$ cat src/rtl/omniik_pkg.sv
// ----------------------------------------------------------------------------
// omniik_pkg
// Shared types, constants and helpers of the omni wheel inverse kinematics:
// cordic arctangent table, slot tag carried down the cell row, saturation.
// ----------------------------------------------------------------------------
package omniik_pkg;

	localparam int ANGLE_BITS_DEF    = 16;
	localparam int CORDIC_STAGES_DEF = 16;
	localparam int ATAN_COUNT        = 24;

	localparam int ADDR_W    = 3;
	localparam int DATA_W    = 32;
	localparam int MAG_W     = 14;
	localparam int SPIN_W    = 52;
	localparam int HI_W      = 28;
	localparam int WHEELS    = 4;

	localparam logic [MAG_W-1:0]      LIMIT_RESET    = 14'd16383;
	localparam logic [7:0]            WHEEL_ID_BASE  = 8'd2;
	localparam logic [1:0]            WHEEL_LAST     = 2'(WHEELS - 1);
	localparam logic signed [31:0]    CORDIC_K       = 32'sh26DD3B6A;
	localparam logic signed [31:0]    QUARTER_TURN   = 32'sh4000_0000;
	localparam logic signed [63:0]    SAT_BOUND      = 64'sh0004_0000_0000_0000;

	localparam logic [31:0] ATAN_TURNS [ATAN_COUNT] = '{
		32'd536870912, 32'd316933406, 32'd167458907, 32'd85004756,
		32'd42667331,  32'd21354465,  32'd10679838,  32'd5340245,
		32'd2670163,   32'd1335087,   32'd667544,    32'd333772,
		32'd166886,    32'd83443,     32'd41721,     32'd20860,
		32'd10430,     32'd5215,      32'd2607,      32'd1303,
		32'd651,       32'd325,       32'd162,       32'd81
	};

	typedef enum logic [1:0] {
		DIR_CCW   = 2'd0,
		DIR_CW    = 2'd1,
		DIR_BRAKE = 2'd2
	} dir_t;

	typedef enum logic {
		REG_ROTATION_ARM = 1'b0,
		REG_SPEED_LIMIT  = 1'b1
	} reg_t;

	typedef struct packed {
		logic       test;
		logic [7:0] wid;
		logic       last;
	} meta_t;

	typedef struct packed {
		meta_t                    meta;
		logic                     neg;
		logic signed [31:0]       speed;
		logic signed [SPIN_W-1:0] spin;
	} tag_t;

	typedef struct packed {
		logic signed [31:0] x;
		logic signed [31:0] y;
		logic signed [31:0] z;
	} vec_t;

	function automatic logic signed [SPIN_W-1:0] sat_q32(input logic signed [63:0] v);
		logic signed [63:0] r;
		if (v > SAT_BOUND) begin
			r = SAT_BOUND;
		end else if (v < -SAT_BOUND) begin
			r = -SAT_BOUND;
		end else begin
			r = v;
		end
		return SPIN_W'(r);
	endfunction

endpackage

$ cat src/rtl/omniik_post.sv
// ----------------------------------------------------------------------------
// omniik_post
// Wheel value back end: speed times cosine (speed alone for a test item),
// truncation, rotation term, saturation, scaling by 1000 for chassis items,
// direction and limited magnitude.
module omniik_post (
	input  logic                         clk,
	input  logic                         arst_n,
	input  logic                         adv,
	input  logic                         cos_valid,
	input  omniik_pkg::tag_t             cos_tag,
	input  logic signed [31:0]           cos_x,
	input  logic [omniik_pkg::MAG_W-1:0] speed_limit,
	output logic                         result_valid,
	output logic [7:0]                   wheel_id,
	output logic [1:0]                   turn_direction,
	output logic [omniik_pkg::MAG_W-1:0] speed_magnitude,
	output logic                         last
);
	import omniik_pkg::*;

	localparam int A_W     = SPIN_W - 1;
	localparam int SCALE_W = A_W + 10;
	localparam logic signed [63:0] TRUNC_BIAS = 64'sd16383;

	logic                     valid_s1, valid_s2, valid_s3, valid_s4, valid_s5, valid_q;
	meta_t                    meta_s1, meta_s2, meta_s3, meta_s4, meta_s5;
	logic signed [SPIN_W-1:0] spin_s1, spin_s2;
	logic signed [63:0]       p_s1;
	logic signed [SPIN_W-1:0] lin_s2;
	logic signed [SPIN_W-1:0] s_s3;
	dir_t                     dir_s4, dir_s5, dir_q;
	logic [A_W-1:0]           a_s4;
	logic [HI_W-1:0]          hi_s5;
	logic [7:0]               wid_q;
	logic [MAG_W-1:0]         mag_q;
	logic                     last_q;

	logic signed [31:0]       cs;
	logic signed [63:0]       prod;
	logic signed [63:0]       lin;
	logic signed [63:0]       sum;
	logic                     s_neg;
	logic [SCALE_W-1:0]       scaled;

	always_comb begin
		cs     = cos_tag.neg ? -cos_x : cos_x;
		prod   = cos_tag.meta.test ? (64'(cos_tag.speed) <<< 14) : cos_tag.speed * cs;
		lin    = (p_s1 + (p_s1[63] ? TRUNC_BIAS : 64'sd0)) >>> 14;
		sum    = 64'(lin_s2) + 64'(spin_s2);
		s_neg  = s_s3[SPIN_W-1];
		scaled = (SCALE_W'(a_s4) << 10) - (SCALE_W'(a_s4) << 4) - (SCALE_W'(a_s4) << 3);
	end

	always_ff @(posedge clk or negedge arst_n) begin
		if (!arst_n) begin
			valid_s1 <= 1'b0;
			valid_s2 <= 1'b0;
			valid_s3 <= 1'b0;
			valid_s4 <= 1'b0;
			valid_s5 <= 1'b0;
			valid_q  <= 1'b0;
		end else if (adv) begin
			valid_s1 <= cos_valid;
			valid_s2 <= valid_s1;
			valid_s3 <= valid_s2;
			valid_s4 <= valid_s3;
			valid_s5 <= valid_s4;
			valid_q  <= valid_s5;
		end
	end

	always_ff @(posedge clk) begin
		if (adv) begin
			meta_s1 <= cos_tag.meta;
			spin_s1 <= cos_tag.spin;
			p_s1    <= prod;

			meta_s2 <= meta_s1;
			spin_s2 <= spin_s1;
			lin_s2  <= SPIN_W'(lin);

			meta_s3 <= meta_s2;
			s_s3    <= sat_q32(sum);

			meta_s4 <= meta_s3;
			if (s_neg) begin
				dir_s4 <= DIR_CW;
			end else if (s_s3 == '0) begin
				dir_s4 <= DIR_BRAKE;
			end else begin
				dir_s4 <= DIR_CCW;
			end
			a_s4 <= A_W'(s_neg ? -s_s3 : s_s3);

			meta_s5 <= meta_s4;
			dir_s5  <= dir_s4;
			hi_s5   <= meta_s4.test ? HI_W'(a_s4 >> 16) : HI_W'(scaled >> 32);

			wid_q  <= meta_s5.wid;
			last_q <= meta_s5.last;
			dir_q  <= dir_s5;
			mag_q  <= (hi_s5 > HI_W'(speed_limit)) ? speed_limit : MAG_W'(hi_s5);
		end
	end

	assign result_valid    = valid_q;
	assign wheel_id        = wid_q;
	assign turn_direction  = dir_q;
	assign speed_magnitude = mag_q;
	assign last            = last_q;

endmodule

$ cat config.mk
export PLATFORM = sky130hd
export DESIGN_NAME = omniik_post
export DESIGN_NICKNAME = d
export VERILOG_FILES = /design/src/rtl/omniik_pkg.sv /design/src/rtl/omniik_post.sv
export SDC_FILE = /design/constraint.sdc
export NUM_CORES = 2
export LEC_CHECK = 0
export BUFFER_PORTS_ARGS = -buffer_cell sky130_fd_sc_hd__buf_2
export CAP_MARGIN = 30
export CORE_ASPECT_RATIO = 1.25
export CORE_MARGIN = 10
export CORE_UTILIZATION = 40
export CTS_CLUSTER_SIZE = 12
export DETAILED_ROUTE_END_ITERATION = 8
export PLACE_DENSITY = 0.55
export SYNTH_ARGS = -nofsm -noshare
export SYNTH_HDL_FRONTEND = slang
export SYNTH_SLANG_ARGS = --single-unit
$ cat constraint.sdc
create_clock -name clk -period 4.1 [get_ports clk]
set_input_delay 0.205 -clock clk [delete_from_list [all_inputs] [get_ports clk]]
set_output_delay 0.205 -clock clk [all_outputs]
set_load 0.05 [all_outputs]
==> results.cfg <==
[clock_network]
cts.clk_slew.worst_paths_ns = 0.06
cts_buffers = 45
h-tree-depth = 2
clock-sinks = 433
clk_latency_ns = 0.58
clockBufferDepth = 3
clock-root-buffer = clkbuf_16
cts_tree = yes

[die]
start_util_pct = 40.26
pin_count = 171
die_area_um2 = 169500
die_h_um = 457.8
core_um2 = 152300
die_x_um = 370.2
num_rows = 160

[run_status]
violations = setup timing
status = finished, violations left

[grt]
grt_start_max_net_pins = 113
grt_pass1_vias = 50809
grt_first_pass_wirelength_um = 271700
grt-ovfl-total = 0
antenna_found_initial = 3
grt_usage_pct = 19.96

[layout]
n_antenna_cell = 0
finalNetCount = 8736
nFillCells = 14165
syn_to_final_growth_pct = 22.60
drive_above_1_share_pct = 20.75

[setup_path]
crit_required_ns = 4.43
crit_path_end_kind = register
cp-start-kind = input port
cp_max_fo = 7
crit_start = cos_x[9]
critPathMaxStageDelay_ns = 0.56
cp.arrival_ns = 10.00
cp_slowest_cell = fa_2
r2r-start = spin_s2[22]$_DFFE_PP_
path_class = input port to register
crit_top_cell = fa_1

[timing]
layout_min_cycle_time_ns = 9.674
slew_viol_final = 0
post-route-period-util_pct = 235.9
rsz0062_at_grt = yes
fin_ws_ns = -5.574
fmax_mhz = 103.4
setup_violations = 67
tightest_slew_ns = 1.075
slew_headroom_pct = 28.35
hold_viol = 0
clock_skew_ns = 0.01273

[synth]
yosys_warnings = 0
ys.flop_type = edfxtp_1
ys_async_sr_fraction_pct = 1.386
syn_nets = 7806
yosysTopAreaCellShare_pct = 36.78
seq_area_frac_synth_pct = 21.15
syn_area_um2 = 61330
synthDistinctLibCells = 74
synthCells = 6206
syn_avg_cell_area_um2 = 9.883
yosysMostFrequentCell = inv_1
yosys.area.top_type = fa_1
synthTopCellsByArea = fa_1 37%, edfxtp_1 21%, inv_1 7.4%
synthTopCellsByCount = 1213 x inv_1, 1127 x fa_1, 835 x nand2_1
synth_edf_count = 427
yosys_register_bits = 433

[place]
place_congestion = 0.9018
post-place-ws_ns = -6.610
dp_hpwl_um = 142900
port_buffers = 170

[routing]
wl_per_cell_um = 18.28
drc = 0
drt-vias-per-instance = 4.989
antenna_left = 0
wl_um = 167900
drt-initial-drc-count = 2261
dr.pass1.iters = 6
vias = 45822

[hold_path]
min_path_type = input port to register
min_from = cos_tag[94]

[run]
drv_cap = 0
logic make-up (layout without fill, tap and decap cells):
kind of cell | Yosys count | in the layout | synth area share [%]
and+or+nand+nor | 1785 | 1785 | 14.04
muxes | 32 | 32 | 0.5671
xor gates and xnor gates | 247 | 247 | 3.527
AOI/OAI and AO/OA | 767 | 767 | 8.131
buffers and inverters | 1487 | 2441 | 9.106
adders and majority gates | 1455 | 1455 | 43.48
DFF | 433 | 433 | 21.15
layer usage:
layer / global-route usage (%) / up-vias / wire length [um] / share of wire (%)
met5: 0 / - / 0 / 0
met4: 4.756 / 0 / 4223 / 2.5
met3: 2.079 / 228 / 7052 / 4.2
met2: 36.31 / 979 / 85740 / 51
met1: 25.13 / 23242 / 70860 / 42
li1: - / 21373 / - / -
through the flow:
stage	hold slack (ns)	instances	TNS [ns]	instance area (um2)	util (%)
CTS	0.1221	9173	-240.10	74640	48.99
global route	0.1454	9185	-260.05	75190	49.36
detailed placement	0.03949	8984	-312.64	71140	46.69
floorplan	-0.09059	6206	-235.15	62000	-
global placement	0.03140	8984	-309.02	71140	46.69
finish	0.1794	9185	-242.04	75190	49.36
cell usage in the layout, fill, tap and decap left out, types with 40 or more instances in the layout:
cell and n:
a21o_1 115, a21oi_1 137, and2_1 368, and3_1 42, buf_2 166, buf_4 845, buf_6 40, clkbuf_16 47
dlygate4sd3_1 78, edfxtp_1 427, fa_1 1102, ha_1 289, inv_1 1193, nand2_1 818, nand3_1 50, nand4_1 54
nor2_1 160, nor2b_1 64, nor3_1 52, o21ai_0 134, o21ai_1 40, xnor2_1 142, xor2_1 68
area by class of cell:
| type | count | area (um2) | area share (%) |
|---|---|---|---|
| Multi-Input combinational cell | 4286 | 44820 | 59.60 |
| Sequential cell | 433 | 12970 | 17.25 |
| Timing Repair Buffer | 1157 | 8964 | 11.92 |
| Inverter | 1213 | 4556 | 6.058 |
| Tap cell | 2025 | 2534 | 3.369 |
| Clock buffer | 61 | 1239 | 1.647 |
| Clock inverter | 10 | 113.9 | 0.1514 |
path summary, 6_finish.rpt:
path	end	cells past startpoint	slack, ns
hold reg to reg	wheel_id[7]$_DFFE_PP_	0	0.41
setup reg to reg	s_s3[22]$_SDFFCE_PP0P_	16	-0.15
hold / removal	meta_s1[9]$_DFFE_PP_	1	0.18
max in group asynchronous	valid_s3$_DFFE_PN0P_	3	3.33
min in group asynchronous	valid_s4$_DFFE_PN0P_	3	0.56
setup / recovery	p_s1[62]$_DFFE_PP_	35	-5.57
what timing repair did:
action	in CTS	in global routing
gates cloned	1	0
hold endpoints to repair	82	0
gates resized for setup	236	98
hold buffers	78	0
setup endpoints to repair	122	131
pin swaps	106	61
buffers inserted	44	13
registers in the layout, indices dropped and copies added, names as in the netlist, 8 cells and up:
| register | cells |
|---|---|
| p_s1 | 64 |
| s_s3 | 52 |
| spin_s1 | 52 |
| spin_s2 | 52 |
| a_s4 | 51 |
| lin_s2 | 50 |
| hi_s5 | 28 |
| speed_magnitude | 14 |
| meta_s1 | 10 |
| meta_s2 | 10 |
| meta_s3 | 10 |
| meta_s4 | 10 |
| meta_s5 | 9 |
| wheel_id | 8 |
worst max-delay path, delay by kind of cell:
kind / cells / cell delay (ns)
xor+xnor: 1 / 0.23
buf+inv: 8 / 0.90
compound gates: 7 / 1.62
simple gates: 10 / 2.78
fa+ha+maj: 9 / 4.23
Power is not shown: default switching activity piles up to over one toggle a cycle in this logic, so the estimate is an artifact.
