--- config.mk ---
export PLATFORM = sky130hd
export DESIGN_NAME = omniik_issue
export DESIGN_NICKNAME = d
export VERILOG_FILES = /design/src/rtl/omniik_pkg.sv /design/src/rtl/omniik_issue.sv
export SDC_FILE = /design/constraint.sdc
export NUM_CORES = 2
export LEC_CHECK = 0
export BUFFER_PORTS_ARGS = -buffer_cell sky130_fd_sc_hd__buf_2
export CAP_MARGIN = 5
export CORE_ASPECT_RATIO = 1.75
export CORE_UTILIZATION = 45
export CTS_BUF_LIST = sky130_fd_sc_hd__clkbuf_4
export DETAILED_ROUTE_END_ITERATION = 10
export SLEW_MARGIN = 0
export SYNTH_ARGS = -nofsm -noshare
export SYNTH_HDL_FRONTEND = slang
export SYNTH_SLANG_ARGS = --single-unit
--- constraint.sdc ---
create_clock -name clk -period 4.75 [get_ports clk]
set_clock_uncertainty 0.15 [all_clocks]
set_input_delay 0.2375 -clock clk [delete_from_list [all_inputs] [get_ports clk]]
set_output_delay 0.2375 -clock clk [all_outputs]
set_load 0.05 [all_outputs]
--- src/rtl/omniik_pkg.sv ---
// ----------------------------------------------------------------------------
// omniik_pkg
// Shared types, constants and helpers of the omni wheel inverse kinematics:
// cordic arctangent table, slot tag carried down the cell row, saturation.
// ----------------------------------------------------------------------------
package omniik_pkg;

	localparam int ANGLE_BITS_DEF    = 16;
	localparam int CORDIC_STAGES_DEF = 16;
	localparam int ATAN_COUNT        = 24;

	localparam int ADDR_W    = 3;
	localparam int DATA_W    = 32;
	localparam int MAG_W     = 14;
	localparam int SPIN_W    = 52;
	localparam int HI_W      = 28;
	localparam int WHEELS    = 4;

	localparam logic [MAG_W-1:0]      LIMIT_RESET    = 14'd16383;
	localparam logic [7:0]            WHEEL_ID_BASE  = 8'd2;
	localparam logic [1:0]            WHEEL_LAST     = 2'(WHEELS - 1);
	localparam logic signed [31:0]    CORDIC_K       = 32'sh26DD3B6A;
	localparam logic signed [31:0]    QUARTER_TURN   = 32'sh4000_0000;
	localparam logic signed [63:0]    SAT_BOUND      = 64'sh0004_0000_0000_0000;

	localparam logic [31:0] ATAN_TURNS [ATAN_COUNT] = '{
		32'd536870912, 32'd316933406, 32'd167458907, 32'd85004756,
		32'd42667331,  32'd21354465,  32'd10679838,  32'd5340245,
		32'd2670163,   32'd1335087,   32'd667544,    32'd333772,
		32'd166886,    32'd83443,     32'd41721,     32'd20860,
		32'd10430,     32'd5215,      32'd2607,      32'd1303,
		32'd651,       32'd325,       32'd162,       32'd81
	};

	typedef enum logic [1:0] {
		DIR_CCW   = 2'd0,
		DIR_CW    = 2'd1,
		DIR_BRAKE = 2'd2
	} dir_t;

	typedef enum logic {
		REG_ROTATION_ARM = 1'b0,
		REG_SPEED_LIMIT  = 1'b1
	} reg_t;

	typedef struct packed {
		logic       test;
		logic [7:0] wid;
		logic       last;
	} meta_t;

	typedef struct packed {
		meta_t                    meta;
		logic                     neg;
		logic signed [31:0]       speed;
		logic signed [SPIN_W-1:0] spin;
	} tag_t;

	typedef struct packed {
		logic signed [31:0] x;
		logic signed [31:0] y;
		logic signed [31:0] z;
	} vec_t;

	function automatic logic signed [SPIN_W-1:0] sat_q32(input logic signed [63:0] v);
		logic signed [63:0] r;
		if (v > SAT_BOUND) begin
			r = SAT_BOUND;
		end else if (v < -SAT_BOUND) begin
			r = -SAT_BOUND;
		end else begin
			r = v;
		end
		return SPIN_W'(r);
	endfunction

endpackage

--- src/rtl/omniik_issue.sv ---
// ----------------------------------------------------------------------------
// omniik_issue
// Item holding register and wheel sequencer: takes one item, issues one slot
// per wheel (or one for a test item) into the cell row with folded angle.
// ----------------------------------------------------------------------------
module omniik_issue #(
	parameter int ANGLE_BITS = omniik_pkg::ANGLE_BITS_DEF
) (
	input  logic               clk,
	input  logic               arst_n,
	input  logic               adv,
	input  logic [31:0]        rotation_arm,
	input  logic               item_valid,
	output logic               item_ready,
	input  logic               cmd,
	input  logic signed [31:0] travel_speed,
	input  logic [15:0]        travel_heading,
	input  logic [15:0]        attitude,
	input  logic signed [31:0] angular_rate,
	input  logic [7:0]         test_wheel,
	input  logic signed [31:0] test_speed,
	output logic               slot_valid,
	output omniik_pkg::tag_t   slot_tag,
	output omniik_pkg::vec_t   slot_vec
);
	import omniik_pkg::*;

	logic                    busy_q;
	logic [1:0]              k_q;
	logic                    test_q;
	logic signed [31:0]      speed_q;
	logic [ANGLE_BITS-1:0]   base_q;
	logic [7:0]              wid_q;
	logic signed [63:0]      prod_q;

	logic                    last_slot;
	logic                    accept;
	logic [ANGLE_BITS-1:0]   phi;
	logic signed [31:0]      turn;

	assign last_slot  = test_q || (k_q == WHEEL_LAST);
	assign item_ready = !busy_q || (adv && last_slot);
	assign accept     = item_valid && item_ready;

	always_ff @(posedge clk or negedge arst_n) begin
		if (!arst_n) begin
			busy_q <= 1'b0;
			k_q    <= '0;
		end else if (accept) begin
			busy_q <= 1'b1;
			k_q    <= '0;
		end else if (busy_q && adv) begin
			if (last_slot) begin
				busy_q <= 1'b0;
			end else begin
				k_q <= k_q + 2'd1;
			end
		end
	end

	always_ff @(posedge clk) begin
		if (accept) begin
			test_q  <= cmd;
			speed_q <= cmd ? test_speed : travel_speed;
			base_q  <= ANGLE_BITS'(travel_heading) - ANGLE_BITS'(attitude);
			wid_q   <= test_wheel;
			prod_q  <= $signed({angular_rate[31], angular_rate}) * $signed({1'b0, rotation_arm});
		end
	end

	always_comb begin
		phi  = base_q - {k_q, 1'b1, {(ANGLE_BITS-3){1'b0}}};
		turn = $signed({phi, {(32-ANGLE_BITS){1'b0}}});

		slot_vec.x   = CORDIC_K;
		slot_vec.y   = '0;
		slot_tag.neg = 1'b0;
		if (turn > QUARTER_TURN) begin
			slot_vec.z   = {~turn[31], turn[30:0]};
			slot_tag.neg = 1'b1;
		end else if (turn < -QUARTER_TURN) begin
			slot_vec.z   = {~turn[31], turn[30:0]};
			slot_tag.neg = 1'b1;
		end else begin
			slot_vec.z = turn;
		end

		slot_tag.meta.test = test_q;
		slot_tag.meta.wid  = test_q ? wid_q : WHEEL_ID_BASE + 8'(k_q);
		slot_tag.meta.last = last_slot;
		slot_tag.speed     = speed_q;
		slot_tag.spin      = test_q ? '0 : sat_q32(prod_q);
	end

	assign slot_valid = busy_q;

endmodule

==> results.sh <==
export IMPL_status="complete, but fails checks"
export IMPL_violations="negative setup slack"
export IMPL_path_clk_slew_ps=110
export IMPL_hold_depth=3
export IMPL_synth_area_per_cell_sq_um=9.45
export IMPL_synth_area_sq_um=40100
export IMPL_ff2ff_path_depth=6
export IMPL_cts_tree="yes"
export IMPL_vias=31600
export IMPL_async_reset_ff_share_pct=2.42
export IMPL_finalCriticalPeriod_ps=6800
export IMPL_drc_errors=0
export IMPL_holdWs_ps=62.4
export IMPL_setup_tns_ps=-87050
export IMPL_hold_start="travel_heading[10]"
export IMPL_cts_buffer_depth=2
export IMPL_synthCells=4250
export IMPL_cp_required_ps=4870
export IMPL_gp_congestion=0.943
export IMPL_area_growth_pct=27.5
export IMPL_row_count=144
export IMPL_die_x_um=228
export IMPL_clock_sinks=124
export IMPL_numPortBuffers=285
export IMPL_grt_pass1_vias=35300
export IMPL_yosys_register_bits=124
export IMPL_avgViaCountPerCell=5.13
export IMPL_ant_nets=0
export IMPL_totalWireLength_um=130000
export IMPL_grt_pass1_wl_um=198000
export IMPL_yosysSeqAreaShare_pct=9.24
export IMPL_cp_data_arrival_time_ps=6910
export IMPL_drv_cap=0
export IMPL_endpoint_kind="flop"
export IMPL_worst_slack_ps=-2050
export IMPL_htree_levels=4
export IMPL_max_freq_ghz=0.147
export IMPL_synth_flop_cell="edfxtp_1"
export IMPL_num_nets_final=6366
export IMPL_finalHoldViolations=0
export IMPL_post_dp_hpwl_um=108000
export IMPL_ys_types=72
export IMPL_pre_cts_slack_ps=-2960
export IMPL_maxSlewHeadroom_pct=37.4
export IMPL_r2r_start="test_q$_DFFE_PP_"
export IMPL_maxSlewViolCount=0
export IMPL_initial_core_util_pct=45.5
export IMPL_core_area_sq_um=88300
export IMPL_grt_max_degree=67
export IMPL_first_pass_iters=5
export IMPL_cts_root_buf="clkbuf_4"
export IMPL_avgRoutedWirePerCell_um=21.0
export IMPL_synth_edf_count=121
export IMPL_cp_max_fo=14
export IMPL_drive_gt1_share_pct=27.2
export IMPL_insertion_delay_ps=530
export IMPL_grt_overflow=0
export IMPL_antenna_found_initial=9
export IMPL_dieArea_sq_um=90500
export IMPL_pin_count=366
export IMPL_grtUsageTotal_pct=29.1
export IMPL_cts_buffers_inserted=17
export IMPL_rsz0062_at_grt="true"
export IMPL_cp_start_kind="primary input"
export IMPL_worstSetupPathType="in -> reg"
export IMPL_fin_crit_sh_pct=143
export IMPL_first_iter_violations=1235
export IMPL_yosysWarnings=0
export IMPL_utilization_pct=58.0
export IMPL_fp_dieH_um=397
export IMPL_finalSetupViolCount=55
export IMPL_startpoint="rotation_arm[8]"
export IMPL_hold_path_class="in -> reg"
export IMPL_worstMarginPinSlew_ps=938
cell families (layout without fill, tap and decap cells):
group           Yosys count  after routing  share of synthesized area, %
flops                   124            124                          9.24
other cells               2             85                        0.0187
fa+ha+maj              1206           1206                          54.4
mux                      35             35                         0.976
simple gates           1291           1291                          16.8
compound gates          249            249                          4.07
buf+inv                1266           1938                          12.8
xor+xnor                 77             77                          1.68
path summary, 6_finish.rpt:
| path | slack (ps) | to |
|---|---|---|
| min in group asynchronous | 430 | slot_valid$_DFFE_PN0P_ |
| max | -2050 | prod_q[59]$_DFFE_PP_ |
| max in group asynchronous | 3860 | k_q[1]$_DFFE_PN0P_ |
| min reg2reg | 470 | k_q[1]$_DFFE_PN0P_ |
| max reg2reg | 1860 | prod_q[3]$_DFFE_PP_ |
| min | 60 | base_q[10]$_DFFE_PP_ |
placed cells by master (no fill, tap or decap), types with 18 or more instances in the layout:
master / count
inv_1: 891
fa_1: 811
and2_1: 579
nand2_1: 440
buf_4: 424
ha_1: 261
buf_2: 234
edfxtp_1: 121
buf_6: 102
fa_2: 88
dlygate4sd3_1: 84
conb_1: 80
inv_2: 63
and2_4: 63
buf_12: 56
nor2_1: 53
a21o_1: 46
a21oi_1: 44
ha_4: 44
xnor2_1: 40
mux2_2: 33
a21oi_2: 26
buf_8: 25
clkbuf_4: 21
xor2_1: 19
nand4_1: 19
a21oi_4: 19
o21ai_0: 19
nand2_2: 18
nor4_1: 18
metal layers:
metal | track usage, % | wire (um) | part of all wire [%]
met5 | 0 | 13 | 0.010
met3 | 2.74 | 4450 | 3.4
met1 | 28.1 | 41400 | 32
met2 | 56.1 | 71100 | 55
met4 | 23.0 | 12700 | 9.8
what timing repair did:
item                                    in CTS  in global routing
gates cloned                                18                  7
endpoints found under the setup margin      55                 55
setup buffers                               68                 32
resized for setup                          483                196
endpoints found under the hold margin       51                  0
pin swaps                                  210                188
hold buffers                                84                  0
synthesized netlist by cell type, types with 4 or more instances:
| library cell | number | share of area [%] |
|---|---|---|
| nor4_1 | 22 | 0.34 |
| o21bai_1 | 12 | 0.22 |
| o21a_1 | 8 | 0.15 |
| a21o_1 | 47 | 0.88 |
| clkbuf_1 | 207 | 1.9 |
| nand4_1 | 19 | 0.30 |
| a31oi_1 | 9 | 0.14 |
| and2_1 | 642 | 10 |
| or3_1 | 4 | 0.062 |
| nor3_1 | 18 | 0.22 |
| fa_1 | 899 | 45 |
| nor2b_1 | 5 | 0.078 |
| o21ai_0 | 37 | 0.46 |
| xnor2_1 | 51 | 1.1 |
| nand2b_1 | 16 | 0.25 |
| nand2_1 | 466 | 4.4 |
| a21oi_2 | 4 | 0.087 |
| buf_4 | 96 | 1.8 |
| edfxtp_1 | 121 | 9.1 |
| mux2_2 | 33 | 0.93 |
| nor2_1 | 64 | 0.60 |
| and3_1 | 7 | 0.11 |
| o21ai_1 | 8 | 0.10 |
| ha_1 | 307 | 9.6 |
| nand3_1 | 12 | 0.15 |
| xor2_1 | 26 | 0.57 |
| a21oi_1 | 83 | 1.0 |
| o31ai_1 | 5 | 0.094 |
| inv_1 | 954 | 8.9 |
registers in the layout, summed over array words and instances (netlist names):
| name | cells |
|---|---|
| prod_q | 64 |
| speed_q | 32 |
| base_q | 16 |
| wid_q | 8 |
| k_q | 2 |
| slot_valid | 1 |
| test_q | 1 |
worst max-delay path: stages:
cell       delay, ps
buf_8            150
buf_8            160
nand2_1           80
fa_1             560
inv_1             60
fa_1             500
fa_1             550
fa_2             670
fa_2             500
fa_1             530
fa_1             450
fa_1             630
ha_4             250
a21oi_2          200
o21ai_2          100
a21o_1           180
a21oi_2          150
o21ai_2           90
a21o_4           200
a2111oi_4        400
o31ai_2          110
xor2_1           140
metrics by stage:
stage / std cells / area [sq um]
detailed placement: 5936 / 46100
CTS: 6133 / 50100
finish: 6173 / 51200
global placement: 5936 / 46100
global route: 6171 / 51200
floorplan: 4328 / 41100
area by class of cell:
cell class	instances	area, sq um
diodes	5	12.5
clock buffers	19	143
clock inverters	13	144
fillers	7676	37100
inverters	954	3580
multi-input cells	2938	33500
flip-flops and latches	124	3710
well taps	1168	1460
repair buffers	952	8580
Power is left out: the tool's default activity adds up to more than one toggle a clock period on the data nets, which glitch-free logic cannot reach.
